==> src/rtl/sks_pkg.sv <==
// shared types and constants of the scalar kalman smoother
package sks_pkg;

    // fixed field widths
    localparam int SAMPLE_W = 16;
    localparam int ERR_W    = 32;
    localparam int Q_W      = 17;
    localparam int WHOLE_W  = 16;

    // configuration register indexes
    localparam int CFG_IDX_W = 2;
    localparam logic [CFG_IDX_W-1:0] CFG_MEAS_ERR = 2'd0;
    localparam logic [CFG_IDX_W-1:0] CFG_INIT_ERR = 2'd1;
    localparam logic [CFG_IDX_W-1:0] CFG_Q        = 2'd2;

    // register values after reset
    localparam logic [ERR_W-1:0] MEAS_ERR_RST = 32'd131072;
    localparam logic [ERR_W-1:0] INIT_ERR_RST = 32'd131072;
    localparam logic [Q_W-1:0]   Q_RST        = 17'd655;

    // operand selection of the shared multiplier
    typedef enum logic [1:0] {
        MUL_STEP  = 2'd0,
        MUL_KEEP  = 2'd1,
        MUL_NOISE = 2'd2
    } t_mul_op;

endpackage

==> src/rtl/sks_in_if.sv <==
// input channel carrying one sample word
interface sks_in_if;
    logic                       valid;
    logic                       ready;
    logic [sks_pkg::SAMPLE_W-1:0] sample;

    modport source (output valid, output sample, input ready);
    modport sink   (input valid, input sample, output ready);
endinterface

==> src/rtl/sks_out_if.sv <==
// output channel carrying one filter result word
interface sks_out_if;
    logic                        valid;
    logic                        ready;
    logic [sks_pkg::ERR_W-1:0]   estimate_fixed;
    logic [sks_pkg::WHOLE_W-1:0] estimate_whole;
    logic [sks_pkg::Q_W-1:0]     gain_now;
    logic [sks_pkg::ERR_W-1:0]   error_now;

    modport source (output valid, output estimate_fixed, output estimate_whole,
                    output gain_now, output error_now, input ready);
    modport sink   (input valid, input estimate_fixed, input estimate_whole,
                    input gain_now, input error_now, output ready);
endinterface

==> src/rtl/sks_div.sv <==
// restoring divider producing the gain one quotient bit per cycle
module sks_div #(
    parameter int FRAC_BITS = 16
) (
    input  logic                          i_clk,
    input  logic                          i_rst_n,
    input  logic                          i_start,
    input  logic [sks_pkg::ERR_W-1:0]     i_err,
    input  logic [sks_pkg::ERR_W:0]       i_sum,
    output logic                          o_done,
    output logic [FRAC_BITS:0]            o_quot
);
    localparam int QW    = FRAC_BITS + 1;
    localparam int CNT_W = $clog2(QW + 1);
    localparam int REM_W = sks_pkg::ERR_W + 2;

    logic [CNT_W-1:0]           r_cnt;
    logic                       r_done;
    logic [REM_W-1:0]           r_rem;
    logic [QW-1:0]              r_quot;
    logic [sks_pkg::ERR_W:0]    r_div;
    logic                       r_lsb;

    logic [REM_W-1:0]           rem_sh;
    logic                       q_bit;
    logic [REM_W-1:0]           n_rem;

    // shift in the next dividend bit, the dividend is err << FRAC_BITS
    always_comb begin
        rem_sh = {r_rem[REM_W-2:0], (r_cnt == CNT_W'(QW)) ? r_lsb : 1'b0};
        q_bit  = (rem_sh >= {1'b0, r_div});
        n_rem  = q_bit ? (rem_sh - {1'b0, r_div}) : rem_sh;
    end

    // iteration control and datapath
    always_ff @(posedge i_clk) begin
        if (!i_rst_n) begin
            r_cnt  <= '0;
            r_done <= 1'b0;
        end else begin
            r_done <= 1'b0;
            if (i_start) begin
                r_cnt  <= CNT_W'(QW);
                r_rem  <= {3'b000, i_err[sks_pkg::ERR_W-1:1]};
                r_lsb  <= i_err[0];
                r_div  <= i_sum;
                r_quot <= '0;
            end else if (r_cnt != '0) begin
                r_rem  <= n_rem;
                r_quot <= {r_quot[QW-2:0], q_bit};
                r_cnt  <= r_cnt - 1'b1;
                if (r_cnt == CNT_W'(1)) begin
                    r_done <= 1'b1;
                end
            end
        end
    end

    assign o_done = r_done;
    assign o_quot = r_quot;

endmodule

==> src/rtl/sks_mul.sv <==
// shared multiplier with operand selection and registered product
module sks_mul #(
    parameter int FRAC_BITS   = 16,
    parameter int SAMPLE_BITS = 16
) (
    input  logic                               i_clk,
    input  sks_pkg::t_mul_op                   i_op,
    input  logic [SAMPLE_BITS+FRAC_BITS-1:0]   i_diff,
    input  logic [SAMPLE_BITS+FRAC_BITS-1:0]   i_step,
    input  logic [sks_pkg::ERR_W-1:0]          i_err,
    input  logic [FRAC_BITS:0]                 i_gain,
    input  logic [sks_pkg::Q_W-1:0]            i_q,
    output logic [((SAMPLE_BITS+FRAC_BITS > sks_pkg::ERR_W) ? SAMPLE_BITS+FRAC_BITS
                  : sks_pkg::ERR_W) + ((FRAC_BITS+1 > sks_pkg::Q_W) ? FRAC_BITS+1
                  : sks_pkg::Q_W) - 1:0]       o_prod
);
    localparam int EST_W  = SAMPLE_BITS + FRAC_BITS;
    localparam int GAIN_W = FRAC_BITS + 1;
    localparam int MA_W   = (EST_W > sks_pkg::ERR_W) ? EST_W : sks_pkg::ERR_W;
    localparam int MB_W   = (GAIN_W > sks_pkg::Q_W) ? GAIN_W : sks_pkg::Q_W;
    localparam int P_W    = MA_W + MB_W;
    localparam logic [GAIN_W-1:0] ONE = GAIN_W'(1) << FRAC_BITS;

    logic [MA_W-1:0] op_a;
    logic [MB_W-1:0] op_b;
    logic [P_W-1:0]  r_prod;

    // operand selection
    always_comb begin
        case (i_op)
            sks_pkg::MUL_STEP: begin
                op_a = MA_W'(i_diff);
                op_b = MB_W'(i_gain);
            end
            sks_pkg::MUL_KEEP: begin
                op_a = MA_W'(i_err);
                op_b = MB_W'(ONE - i_gain);
            end
            sks_pkg::MUL_NOISE: begin
                op_a = MA_W'(i_step);
                op_b = MB_W'(i_q);
            end
            default: begin
                op_a = '0;
                op_b = '0;
            end
        endcase
    end

    // product register
    always_ff @(posedge i_clk) begin
        r_prod <= P_W'(op_a) * P_W'(op_b);
    end

    assign o_prod = r_prod;

endmodule

==> src/rtl/scalar_kalman_smoother_unit.sv <==
// scalar kalman smoother: sequencer, filter state and result register
// One sample word is filtered at a time. After acceptance the gain
// E / (E + M) is formed by a restoring divider, one quotient bit per cycle,
// and then a single shared multiplier is used three times in a row (gain
// times distance, one minus gain times error, step times process noise)
// before the new estimate and error are written back. A word is accepted
// only in the idle state, which is entered again after the write-back;
// the result sits in an output register, so the next sample may be taken
// while the previous result still waits. Configuration writes are accepted
// in any cycle and must only happen while the block is idle; writing the
// initial estimate error also reloads the running error.
module scalar_kalman_smoother_unit #(
    parameter int FRAC_BITS   = 16,
    parameter int SAMPLE_BITS = 16
) (
    input  logic                              i_clk,
    input  logic                              i_rst_n,
    input  logic                              i_cfg_we,
    input  logic [sks_pkg::CFG_IDX_W-1:0]     i_cfg_idx,
    input  logic [sks_pkg::ERR_W-1:0]         i_cfg_data,
    sks_in_if.sink                            i_in,
    sks_out_if.source                         o_out
);
    localparam int EST_W  = SAMPLE_BITS + FRAC_BITS;
    localparam int GAIN_W = FRAC_BITS + 1;
    localparam int SW     = (SAMPLE_BITS < sks_pkg::SAMPLE_W) ? SAMPLE_BITS
                                                              : sks_pkg::SAMPLE_W;
    localparam int MA_W   = (EST_W > sks_pkg::ERR_W) ? EST_W : sks_pkg::ERR_W;
    localparam int MB_W   = (GAIN_W > sks_pkg::Q_W) ? GAIN_W : sks_pkg::Q_W;
    localparam int P_W    = MA_W + MB_W;
    localparam int PF_W   = P_W - FRAC_BITS;
    localparam int ES_W   = PF_W + 1;
    localparam logic [GAIN_W-1:0] ONE = GAIN_W'(1) << FRAC_BITS;

    typedef enum logic [5:0] {
        ST_IDLE   = 6'b000001,
        ST_DIV    = 6'b000010,
        ST_MSTEP  = 6'b000100,
        ST_MKEEP  = 6'b001000,
        ST_MNOISE = 6'b010000,
        ST_DONE   = 6'b100000
    } t_state;

    t_state r_state, n_state;

    // configuration and filter state
    logic [sks_pkg::ERR_W-1:0] r_meas_err;
    logic [sks_pkg::Q_W-1:0]   r_q;
    logic [EST_W-1:0]          r_est;
    logic [sks_pkg::ERR_W-1:0] r_err;

    // per-word working registers
    logic [EST_W-1:0]          r_diff;
    logic                      r_up;
    logic                      r_sum_zero;
    logic [GAIN_W-1:0]         r_gain;
    logic [EST_W-1:0]          r_step;
    logic [sks_pkg::ERR_W-1:0] r_term1;

    // result register
    logic                      r_out_valid;
    logic [EST_W-1:0]          r_out_est;
    logic [GAIN_W-1:0]         r_out_gain;
    logic [sks_pkg::ERR_W-1:0] r_out_err;

    logic                      accept;
    logic                      out_free;
    logic [EST_W-1:0]          meas;
    logic                      meas_up;
    logic [sks_pkg::ERR_W:0]   sum;
    logic                      div_done;
    logic [GAIN_W-1:0]         quot;
    sks_pkg::t_mul_op          mul_op;
    logic [P_W-1:0]            prod;
    logic [PF_W-1:0]           prod_frac;
    logic [ES_W-1:0]           err_sum;
    logic [sks_pkg::ERR_W-1:0] err_sat;
    logic [EST_W-1:0]          est_new;

    // handshakes
    assign i_in.ready = (r_state == ST_IDLE);
    assign accept     = i_in.valid && (r_state == ST_IDLE);
    assign out_free   = !r_out_valid || o_out.ready;

    // measurement, direction and divisor of the incoming word
    assign meas    = EST_W'(i_in.sample[SW-1:0]) << FRAC_BITS;
    assign meas_up = (meas >= r_est);
    assign sum     = {1'b0, r_err} + {1'b0, r_meas_err};

    sks_div #(
        .FRAC_BITS (FRAC_BITS)
    ) u_div (
        .i_clk   (i_clk),
        .i_rst_n (i_rst_n),
        .i_start (accept),
        .i_err   (r_err),
        .i_sum   (sum),
        .o_done  (div_done),
        .o_quot  (quot)
    );

    // multiplier operand choice follows the sequencer
    always_comb begin
        case (r_state)
            ST_MSTEP: mul_op = sks_pkg::MUL_STEP;
            ST_MKEEP: mul_op = sks_pkg::MUL_KEEP;
            default:  mul_op = sks_pkg::MUL_NOISE;
        endcase
    end

    sks_mul #(
        .FRAC_BITS   (FRAC_BITS),
        .SAMPLE_BITS (SAMPLE_BITS)
    ) u_mul (
        .i_clk  (i_clk),
        .i_op   (mul_op),
        .i_diff (r_diff),
        .i_step (r_step),
        .i_err  (r_err),
        .i_gain (r_gain),
        .i_q    (r_q),
        .o_prod (prod)
    );

    // product scaled back by one, error sum with saturation, new estimate
    assign prod_frac = prod[P_W-1:FRAC_BITS];
    assign err_sum   = ES_W'(r_term1) + ES_W'(prod_frac);
    assign err_sat   = (|err_sum[ES_W-1:sks_pkg::ERR_W]) ? '1
                                                         : err_sum[sks_pkg::ERR_W-1:0];
    assign est_new   = r_up ? (r_est + r_step) : (r_est - r_step);

    // sequencer
    always_comb begin
        n_state = r_state;
        case (r_state)
            ST_IDLE:   if (accept) n_state = ST_DIV;
            ST_DIV:    if (div_done) n_state = ST_MSTEP;
            ST_MSTEP:  n_state = ST_MKEEP;
            ST_MKEEP:  n_state = ST_MNOISE;
            ST_MNOISE: n_state = ST_DONE;
            ST_DONE:   if (out_free) n_state = ST_IDLE;
            default:   n_state = ST_IDLE;
        endcase
    end

    always_ff @(posedge i_clk) begin
        if (!i_rst_n) begin
            r_state <= ST_IDLE;
        end else begin
            r_state <= n_state;
        end
    end

    // configuration registers and filter state
    always_ff @(posedge i_clk) begin
        if (!i_rst_n) begin
            r_meas_err <= sks_pkg::MEAS_ERR_RST;
            r_q        <= sks_pkg::Q_RST;
            r_err      <= sks_pkg::INIT_ERR_RST;
            r_est      <= '0;
        end else if (i_cfg_we) begin
            case (i_cfg_idx)
                sks_pkg::CFG_MEAS_ERR: r_meas_err <= i_cfg_data;
                sks_pkg::CFG_INIT_ERR: r_err <= i_cfg_data;
                sks_pkg::CFG_Q:        r_q <= i_cfg_data[sks_pkg::Q_W-1:0];
                default: ;
            endcase
        end else if (r_state == ST_DONE && out_free) begin
            r_est <= est_new;
            r_err <= err_sat;
        end
    end

    // per-word working registers
    always_ff @(posedge i_clk) begin
        if (accept) begin
            r_up       <= meas_up;
            r_diff     <= meas_up ? (meas - r_est) : (r_est - meas);
            r_sum_zero <= (sum == '0);
        end
        if (r_state == ST_DIV && div_done) begin
            if (r_sum_zero) begin
                r_gain <= '0;
            end else if (quot > ONE) begin
                r_gain <= ONE;
            end else begin
                r_gain <= quot;
            end
        end
        if (r_state == ST_MKEEP) begin
            r_step <= EST_W'(prod_frac);
        end
        if (r_state == ST_MNOISE) begin
            r_term1 <= sks_pkg::ERR_W'(prod_frac);
        end
    end

    // result register
    always_ff @(posedge i_clk) begin
        if (!i_rst_n) begin
            r_out_valid <= 1'b0;
        end else if (r_state == ST_DONE && out_free) begin
            r_out_valid <= 1'b1;
        end else if (o_out.ready) begin
            r_out_valid <= 1'b0;
        end
    end

    always_ff @(posedge i_clk) begin
        if (r_state == ST_DONE && out_free) begin
            r_out_est  <= est_new;
            r_out_gain <= r_gain;
            r_out_err  <= err_sat;
        end
    end

    assign o_out.valid          = r_out_valid;
    assign o_out.estimate_fixed = sks_pkg::ERR_W'(r_out_est);
    assign o_out.estimate_whole = sks_pkg::WHOLE_W'(r_out_est >> FRAC_BITS);
    assign o_out.gain_now       = sks_pkg::Q_W'(r_out_gain);
    assign o_out.error_now      = r_out_err;

endmodule
==> src/flat_wrapper.sv <==
// flat-port wrapper written by rule: the top's interface ports become plain ports
module scalar_kalman_smoother_unit_flat 
#(
    parameter int FRAC_BITS   = 16,
    parameter int SAMPLE_BITS = 16
)
  (i_clk, i_rst_n, i_cfg_we, i_cfg_idx, i_cfg_data, i_in_valid, i_in_sample, i_in_ready, o_out_valid, o_out_estimate_fixed, o_out_estimate_whole, o_out_gain_now, o_out_error_now, o_out_ready);
  sks_in_if i_in_i ();
  sks_out_if o_out_i ();
  input  logic i_clk;
  input  logic i_rst_n;
  input  logic i_cfg_we;
  input  logic [sks_pkg::CFG_IDX_W-1:0] i_cfg_idx;
  input  logic [sks_pkg::ERR_W-1:0] i_cfg_data;
  input wire logic [$bits(i_in_i.valid)-1:0] i_in_valid;
  input wire logic [$bits(i_in_i.sample)-1:0] i_in_sample;
  output wire logic [$bits(i_in_i.ready)-1:0] i_in_ready;
  output wire logic [$bits(o_out_i.valid)-1:0] o_out_valid;
  output wire logic [$bits(o_out_i.estimate_fixed)-1:0] o_out_estimate_fixed;
  output wire logic [$bits(o_out_i.estimate_whole)-1:0] o_out_estimate_whole;
  output wire logic [$bits(o_out_i.gain_now)-1:0] o_out_gain_now;
  output wire logic [$bits(o_out_i.error_now)-1:0] o_out_error_now;
  input wire logic [$bits(o_out_i.ready)-1:0] o_out_ready;
  assign i_in_i.valid = i_in_valid;
  assign i_in_i.sample = i_in_sample;
  assign i_in_ready = i_in_i.ready;
  assign o_out_valid = o_out_i.valid;
  assign o_out_estimate_fixed = o_out_i.estimate_fixed;
  assign o_out_estimate_whole = o_out_i.estimate_whole;
  assign o_out_gain_now = o_out_i.gain_now;
  assign o_out_error_now = o_out_i.error_now;
  assign o_out_i.ready = o_out_ready;
  scalar_kalman_smoother_unit #(.FRAC_BITS(FRAC_BITS), .SAMPLE_BITS(SAMPLE_BITS)) u_core (.i_clk(i_clk), .i_rst_n(i_rst_n), .i_cfg_we(i_cfg_we), .i_cfg_idx(i_cfg_idx), .i_cfg_data(i_cfg_data), .i_in(i_in_i), .o_out(o_out_i));
endmodule
==> config.mk <==
export PLATFORM = sky130hd
export DESIGN_NAME = scalar_kalman_smoother_unit_flat
export DESIGN_NICKNAME = d
export VERILOG_FILES = /design/src/rtl/sks_pkg.sv /design/src/rtl/sks_in_if.sv /design/src/rtl/sks_out_if.sv /design/src/rtl/sks_div.sv /design/src/rtl/sks_mul.sv /design/src/rtl/scalar_kalman_smoother_unit.sv /design/src/flat_wrapper.sv
export SDC_FILE = /design/constraint.sdc
export NUM_CORES = 2
export LEC_CHECK = 0
export BUFFER_PORTS_ARGS = -buffer_cell sky130_fd_sc_hd__buf_2
export CAP_MARGIN = 0
export CORE_ASPECT_RATIO = 1.2
export CORE_MARGIN = 1
export CORE_UTILIZATION = 50
export DETAILED_ROUTE_END_ITERATION = 10
export PLACE_DENSITY = 0.67
export SYNTH_ARGS = -nofsm -noshare
export SYNTH_HDL_FRONTEND = slang
export SYNTH_SLANG_ARGS = --single-unit
==> constraint.sdc <==
create_clock -name i_clk -period 25.7 [get_ports i_clk]
set_input_delay 2.57 -clock i_clk [delete_from_list [all_inputs] [get_ports i_clk]]
set_output_delay 2.57 -clock i_clk [all_outputs]
set_load 0.03 [all_outputs]
Word level (Yosys, flattened, before mapping):

Index checks and enable logic that the tools add are counted.

* reduce and logical (&&, ||, !) cells: 23
* multipliers: 1
* equality and inequality tests: 16
* magnitude comparators: 3
* bitwise logic cells: 3
* $add $sub $neg: 9
* mux-type cells: 24

Operator list (count)
* 32-bit two-way mux: 6
* 32-bit one-hot mux with 3 select lines: 1
* 32-bit subtractor: 3
* 33-bit two-way mux: 2
* 17-bit one-hot mux with 3 select lines: 1
* 32-bit by 17-bit multiplier with 49-bit output: 1
* 6-bit one-hot mux with 6 select lines: 1
* 32-bit by 33-bit adder with 34-bit output: 1
* 34-bit by 33-bit greater-or-equal comparator with 1-bit output: 1
* 17-bit two-way mux: 2
* 32-bit by 32-bit adder with 33-bit output: 1
* 33-bit logical NOT: 1
* 33-bit subtractor: 1
* 32-bit adder: 1
* 32-bit greater-or-equal comparator: 1
* 31-bit two-way mux: 1
* 6-bit two-way mux: 3
* 17-bit > comparator (second input constant): 1
* 17-bit subtractor (first input constant): 1
* 2-bit AND reduction: 6
* 5-bit two-way mux: 2
* 6-bit by 1-bit equality test with 1-bit output (second input constant): 1
* 6-bit by 2-bit equality test with 1-bit output (second input constant): 1
* 6-bit by 3-bit equality test with 1-bit output (second input constant): 1
* 22 further kinds: 38

* output and inout port bits: 99
* input bits: 55
* register bits: 455

Depth between registers and ports, before layout:

* word-level depth: 6
* depth in mapped cells: 36
* depth with buffers taken out: 34

Hierarchy:

Synthesis repeated with hierarchy kept, for this count alone.

* cell total of the unflattened synthesis: 4815
* area total of the unflattened synthesis: 43574.3 µm²

By module, submodules not included
* sks_mul: cells each 2346, area an instance 19662.6 µm², instances 1, seq. area each 980.9 µm²
* scalar_kalman_smoother_unit: cells each 1921, area an instance 18476.5 µm², instances 1, seq. area each 8287.9 µm²
* sks_div: cells each 548, area an instance 5435.2 µm², instances 1, seq. area each 2642.5 µm²

Worst setup path after synthesis:

OpenSTA, ideal clock, no wires.

* path kind: reg-to-reg
* from: reg u_core.r_state[5]
* to: reg u_core.u_mul.r_prod[47], in the netlist u_core.u_mul.o_prod[47]
* stages on the path, launching flop included: 30
* clock period less this slack: 8.724 ns
* buffers on the path: 4
* path slack: 16.976 ns
* setup time: 0.072 ns
* data arrival time: 8.652 ns
* cells stage by stage: dfxtp_1 or4_1 or3b_1 clkbuf_1 inv_2 buf_2 buf_2 buf_1 a221oi_1 nor2_1 fa_1 fa_1 fa_1 inv_1 fa_1 fa_1 fa_1 inv_1 ha_1 a21oi_1 o21ai_0 o21ai_0 a31oi_1 a31o_2 a221o_1 a21oi_1 nor3_1 a21bo_2 a21oi_1 xnor2_1

* longest elaborated chain between the ends: 5

RTL lines
* start: declaration: RTL line scalar_kalman_smoother_unit.sv:44 `t_state r_state, n_state;`
* start signal: assignment: RTL line scalar_kalman_smoother_unit.sv:150 `r_state <= n_state;`
* 6-bit by 4-bit equality test with 1-bit output or 6-bit by 3-bit equality test with 1-bit output (tied branches): RTL line scalar_kalman_smoother_unit.sv:104 `case (r_state)`
* 2-bit one-hot mux with 2 select lines *: RTL line scalar_kalman_smoother_unit.sv:104
* 2-bit equality test (tied with other cells): RTL line sks_mul.sv:30 `case (i_op)`
* 32-bit one-hot mux with 3 select lines or 17-bit one-hot mux with 3 select lines (tied branches): RTL line sks_mul.sv:30
* 32-bit by 17-bit multiplier with 49-bit output *: RTL line sks_mul.sv:52 `r_prod <= P_W'(op_a) * P_W'(op_b);`
* end signal: assignment: RTL line sks_mul.sv:52
* end: declaration: RTL line sks_mul.sv:26 `logic [P_W-1:0] r_prod;`

Mark *: on every way between the ends. The rest lies on a longest branch, timed or not.
A chain may end at the register's enable or synchronous reset.

Worst setup path in the final report:

Same ends and word-level chain as after synthesis.

==> flow_summary.ini <==
[route]
drtIter0Drc = 2898
wl_per_cell_um = 21.1
ant_nets = 0
wirelength_mm = 121
vias = 33100
vias_per_cell = 5.76
drc = 0
firstDrtPassIters = 8

[logic_synthesis]
synth_seq_area_share_pct = 27.9
synthArstFlopShare_pct = 0
yosysUniqueCellTypes = 92
synth_seq_cells = 439
synth_ff_type = edfxtp_1
synth_nets = 5324
syn-mean-instance-area_um2 = 9.18
netlist_instances = 4532
synth_edf_count = 280
yosys_warnings = 0
syn_area_um2 = 41600

[timing]
fmax_mhz = 98.8
rsz0062_at_grt = false
slew_headroom_pct = 14.2
min_period_over_period_pct = 39.4
fin_crit_ns = 10.12
tightest_slew_ns = 1.29
final_hold_viol_count = 0
tns_ns = 0
skew_ns = 0.0472
setup_violations = 0
drv_slew = 0

[cells_and_area]
layout.nets = 5386
nFillCells = 7387
fin_area_um2 = 45200
area_growth_pct = 8.61
drive_gt1_share_pct = 7.92
layout_common_cells = nand2_1 (684), inv_1 (653), fa_1 (452)
layout_commonest_cell = nand2_1
post-route-util_pct = 55.0

[clocking]
htree_levels = 2
root_buffer = clkbuf_16
cts_made_buffers = 46
cts_tree = done
clk_latency_ns = 0.63
post_cts_buffers = 0
hold_buffers = 0
path_clk_slew_ns = 0.06
cts_resized = 0
cts_max_path_buffers = 3
clkSinkCount = 439

[setup_path]
path_class = reg2reg
crit_required_ns = 26.22
cpPeakStageDelay_ns = 0.78
crit_path_top_delay_cell = a221o_1
cp_data_arrival_time_ns = 10.64
cp-startpoint = u_core.r_state[5]
r2r_cells = 30
crit_path_end = u_core.u_mul.o_prod[47]
cpMostUsedCell = fa_1
rr_startpoint = u_core.r_state[5]
cp-start-kind = flip-flop
r2r-end = u_core.u_mul.o_prod[47]
cp-end-kind = flip-flop
critPathMaxFanout = 62
reg2reg_slack_ns = 15.58

[die]
die_w_um = 265
core_area_um2 = 82200
dieArea_um2 = 84300
pin_count = 154
start_util_pct = 50.6
fp.dieH_um = 318
num_rows = 115

[placed_design]
gp_congestion = 0.969
hpwl_mm = 97.4
numPortBuffers = 153
place_area_um2 = 43600

[power_and_ir_drop]
p_seq_share_pct = 27.3
p_per_area_nw_per_um2 = 82.2
internal-power_mw = 2.08
power_switching_mw = 1.63
power.leakage_nw = 20.6
power_frac_clock_pct = 18.9
ir_drop_mv = 0.0981
combPwrFrac_pct = 53.8
swShare_pct = 44.0

[global_route]
grt_max_degree = 72
grt_pass1_vias = 32900
grt_pass1_wl_mm = 187
grt_usage_pct = 28.9
antenna_found_initial = 5
grt-ovfl-total = 0

[status]
outcome = completed

[min_path]
worstHoldPathType = reg2reg

[flow_run]
cap_viol_max_count = 0
## worst min path at each step
stage | to | start | slack [ns] | depth (start not counted)
finish | u_core.r_q[4] | u_core.r_q[4] | 0.47 | 2
CTS | u_core.r_meas_err[8] | u_core.r_meas_err[8] | 0.47 | 2
global route | u_core.r_meas_err[20] | u_core.r_meas_err[20] | 0.49 | 2
floorplan | u_core.o_out.gain_now[4] | u_core.r_gain[4] | 0.42 | 0
global placement | u_core.r_term1[0] | u_core.u_mul.o_prod[16] | 0.45 | 0
detailed placement | u_core.r_q[0] | u_core.r_q[0] | 0.46 | 2
## worst max-delay path, delay by kind of cell (launching register included)
kind / cells / cell delay [ns]
AO/OA/AOI/OAI: 9 / 2.64
XOR/XNOR: 1 / 0.12
adder cells (fa/ha/maj): 7 / 3.42
buffers and inverters: 8 / 1.83
flip-flops: 1 / 0.32
AND/OR/NAND/NOR: 5 / 1.62
## logic make-up after synthesis
kind of cell,Yosys count,share of synthesized area [%]
AOI/OAI and AO/OA,861,14.1
xor gates and xnor gates,207,4.36
adders and majority gates,737,30.3
buffers and inverters,862,8.01
DFF,439,27.9
muxes,8,0.208
and+or+nand+nor,1418,15.1
## sequential cells by signal, indices dropped and copies added, names as in the netlist, 5 cells and up
name,flops
u_core.o_out.error_now,32
u_core.o_out.estimate_fixed,32
u_core.o_out.gain_now,17
u_core.r_diff,32
u_core.r_err,32
u_core.r_est,32
u_core.r_gain,17
u_core.r_meas_err,32
u_core.r_q,17
u_core.r_state,6
u_core.r_step,32
u_core.r_term1,32
u_core.u_div.o_quot,17
u_core.u_div.r_cnt,5
u_core.u_div.r_div,33
u_core.u_div.r_rem,33
u_core.u_mul.o_prod,33
## area by class of cell
| class | instances | area (um^2) | share of cell area (%) |
|---|---|---|---|
| diodes | 3 | 7.51 | 0.0166 |
| clock buffers | 74 | 1420 | 3.14 |
| clock inverters | 12 | 175 | 0.388 |
| inverters | 658 | 2470 | 5.48 |
| multi-input cells | 3231 | 26900 | 59.5 |
| flip-flops and latches | 439 | 11600 | 25.7 |
| well taps | 1111 | 1390 | 3.08 |
| repair buffers | 218 | 1260 | 2.78 |
## synthesized netlist by cell type, types with 22 or more instances
cell,number,area (um^2)
a21o_1,82,616
ha_1,285,3570
clkbuf_1,160,601
o21bai_1,26,195
nor2_1,340,1280
nor2b_1,38,238
and3_1,47,294
fa_1,452,9050
nor3_1,57,285
xor2_1,81,709
a31oi_1,28,175
a21oi_1,238,1190
and2_1,47,294
a221oi_1,36,315
xnor2_1,126,1100
nand4_1,22,138
o21ai_0,115,576
o211ai_1,43,323
edfxtp_1,280,8410
nand3_1,47,235
nand2_1,685,2570
inv_1,654,2450
dfxtp_1,159,3180
o21a_1,40,300
a21boi_0,77,578
a221o_1,34,340
nand2b_1,34,213
## per-stage QoR
step	power, mW	setup slack, ns	cells	hold WS (ns)
floorplan	2.38	16.98	4532	0.424
global placement	2.97	15.89	5657	0.455
detailed placement	3.00	15.73	5657	0.459
CTS	3.70	15.69	5743	0.469
global route	3.96	15.11	5743	0.487
finish	3.71	15.58	5746	0.466
## per-layer routing
metal	track usage [%]	part of all wire (%)	up-vias
met5	0	0.013	-
met4	14.3	5.5	4
met3	3.62	6.3	333
met2	49.6	49	1258
met1	35.9	39	16400
li1	-	-	15100
## power by group through the flow
stage	Clock (mW)	Sequential (mW)	Combinational (mW)
after floorplan	0	0.996	1.38
after global placement	0	1.02	1.94
after detailed placement	0	1.03	1.97
after CTS	0.709	1.01	1.98
after global routing	0.739	1.02	2.20
final	0.702	1.01	2.00
Power figures use the tool's default switching activity.
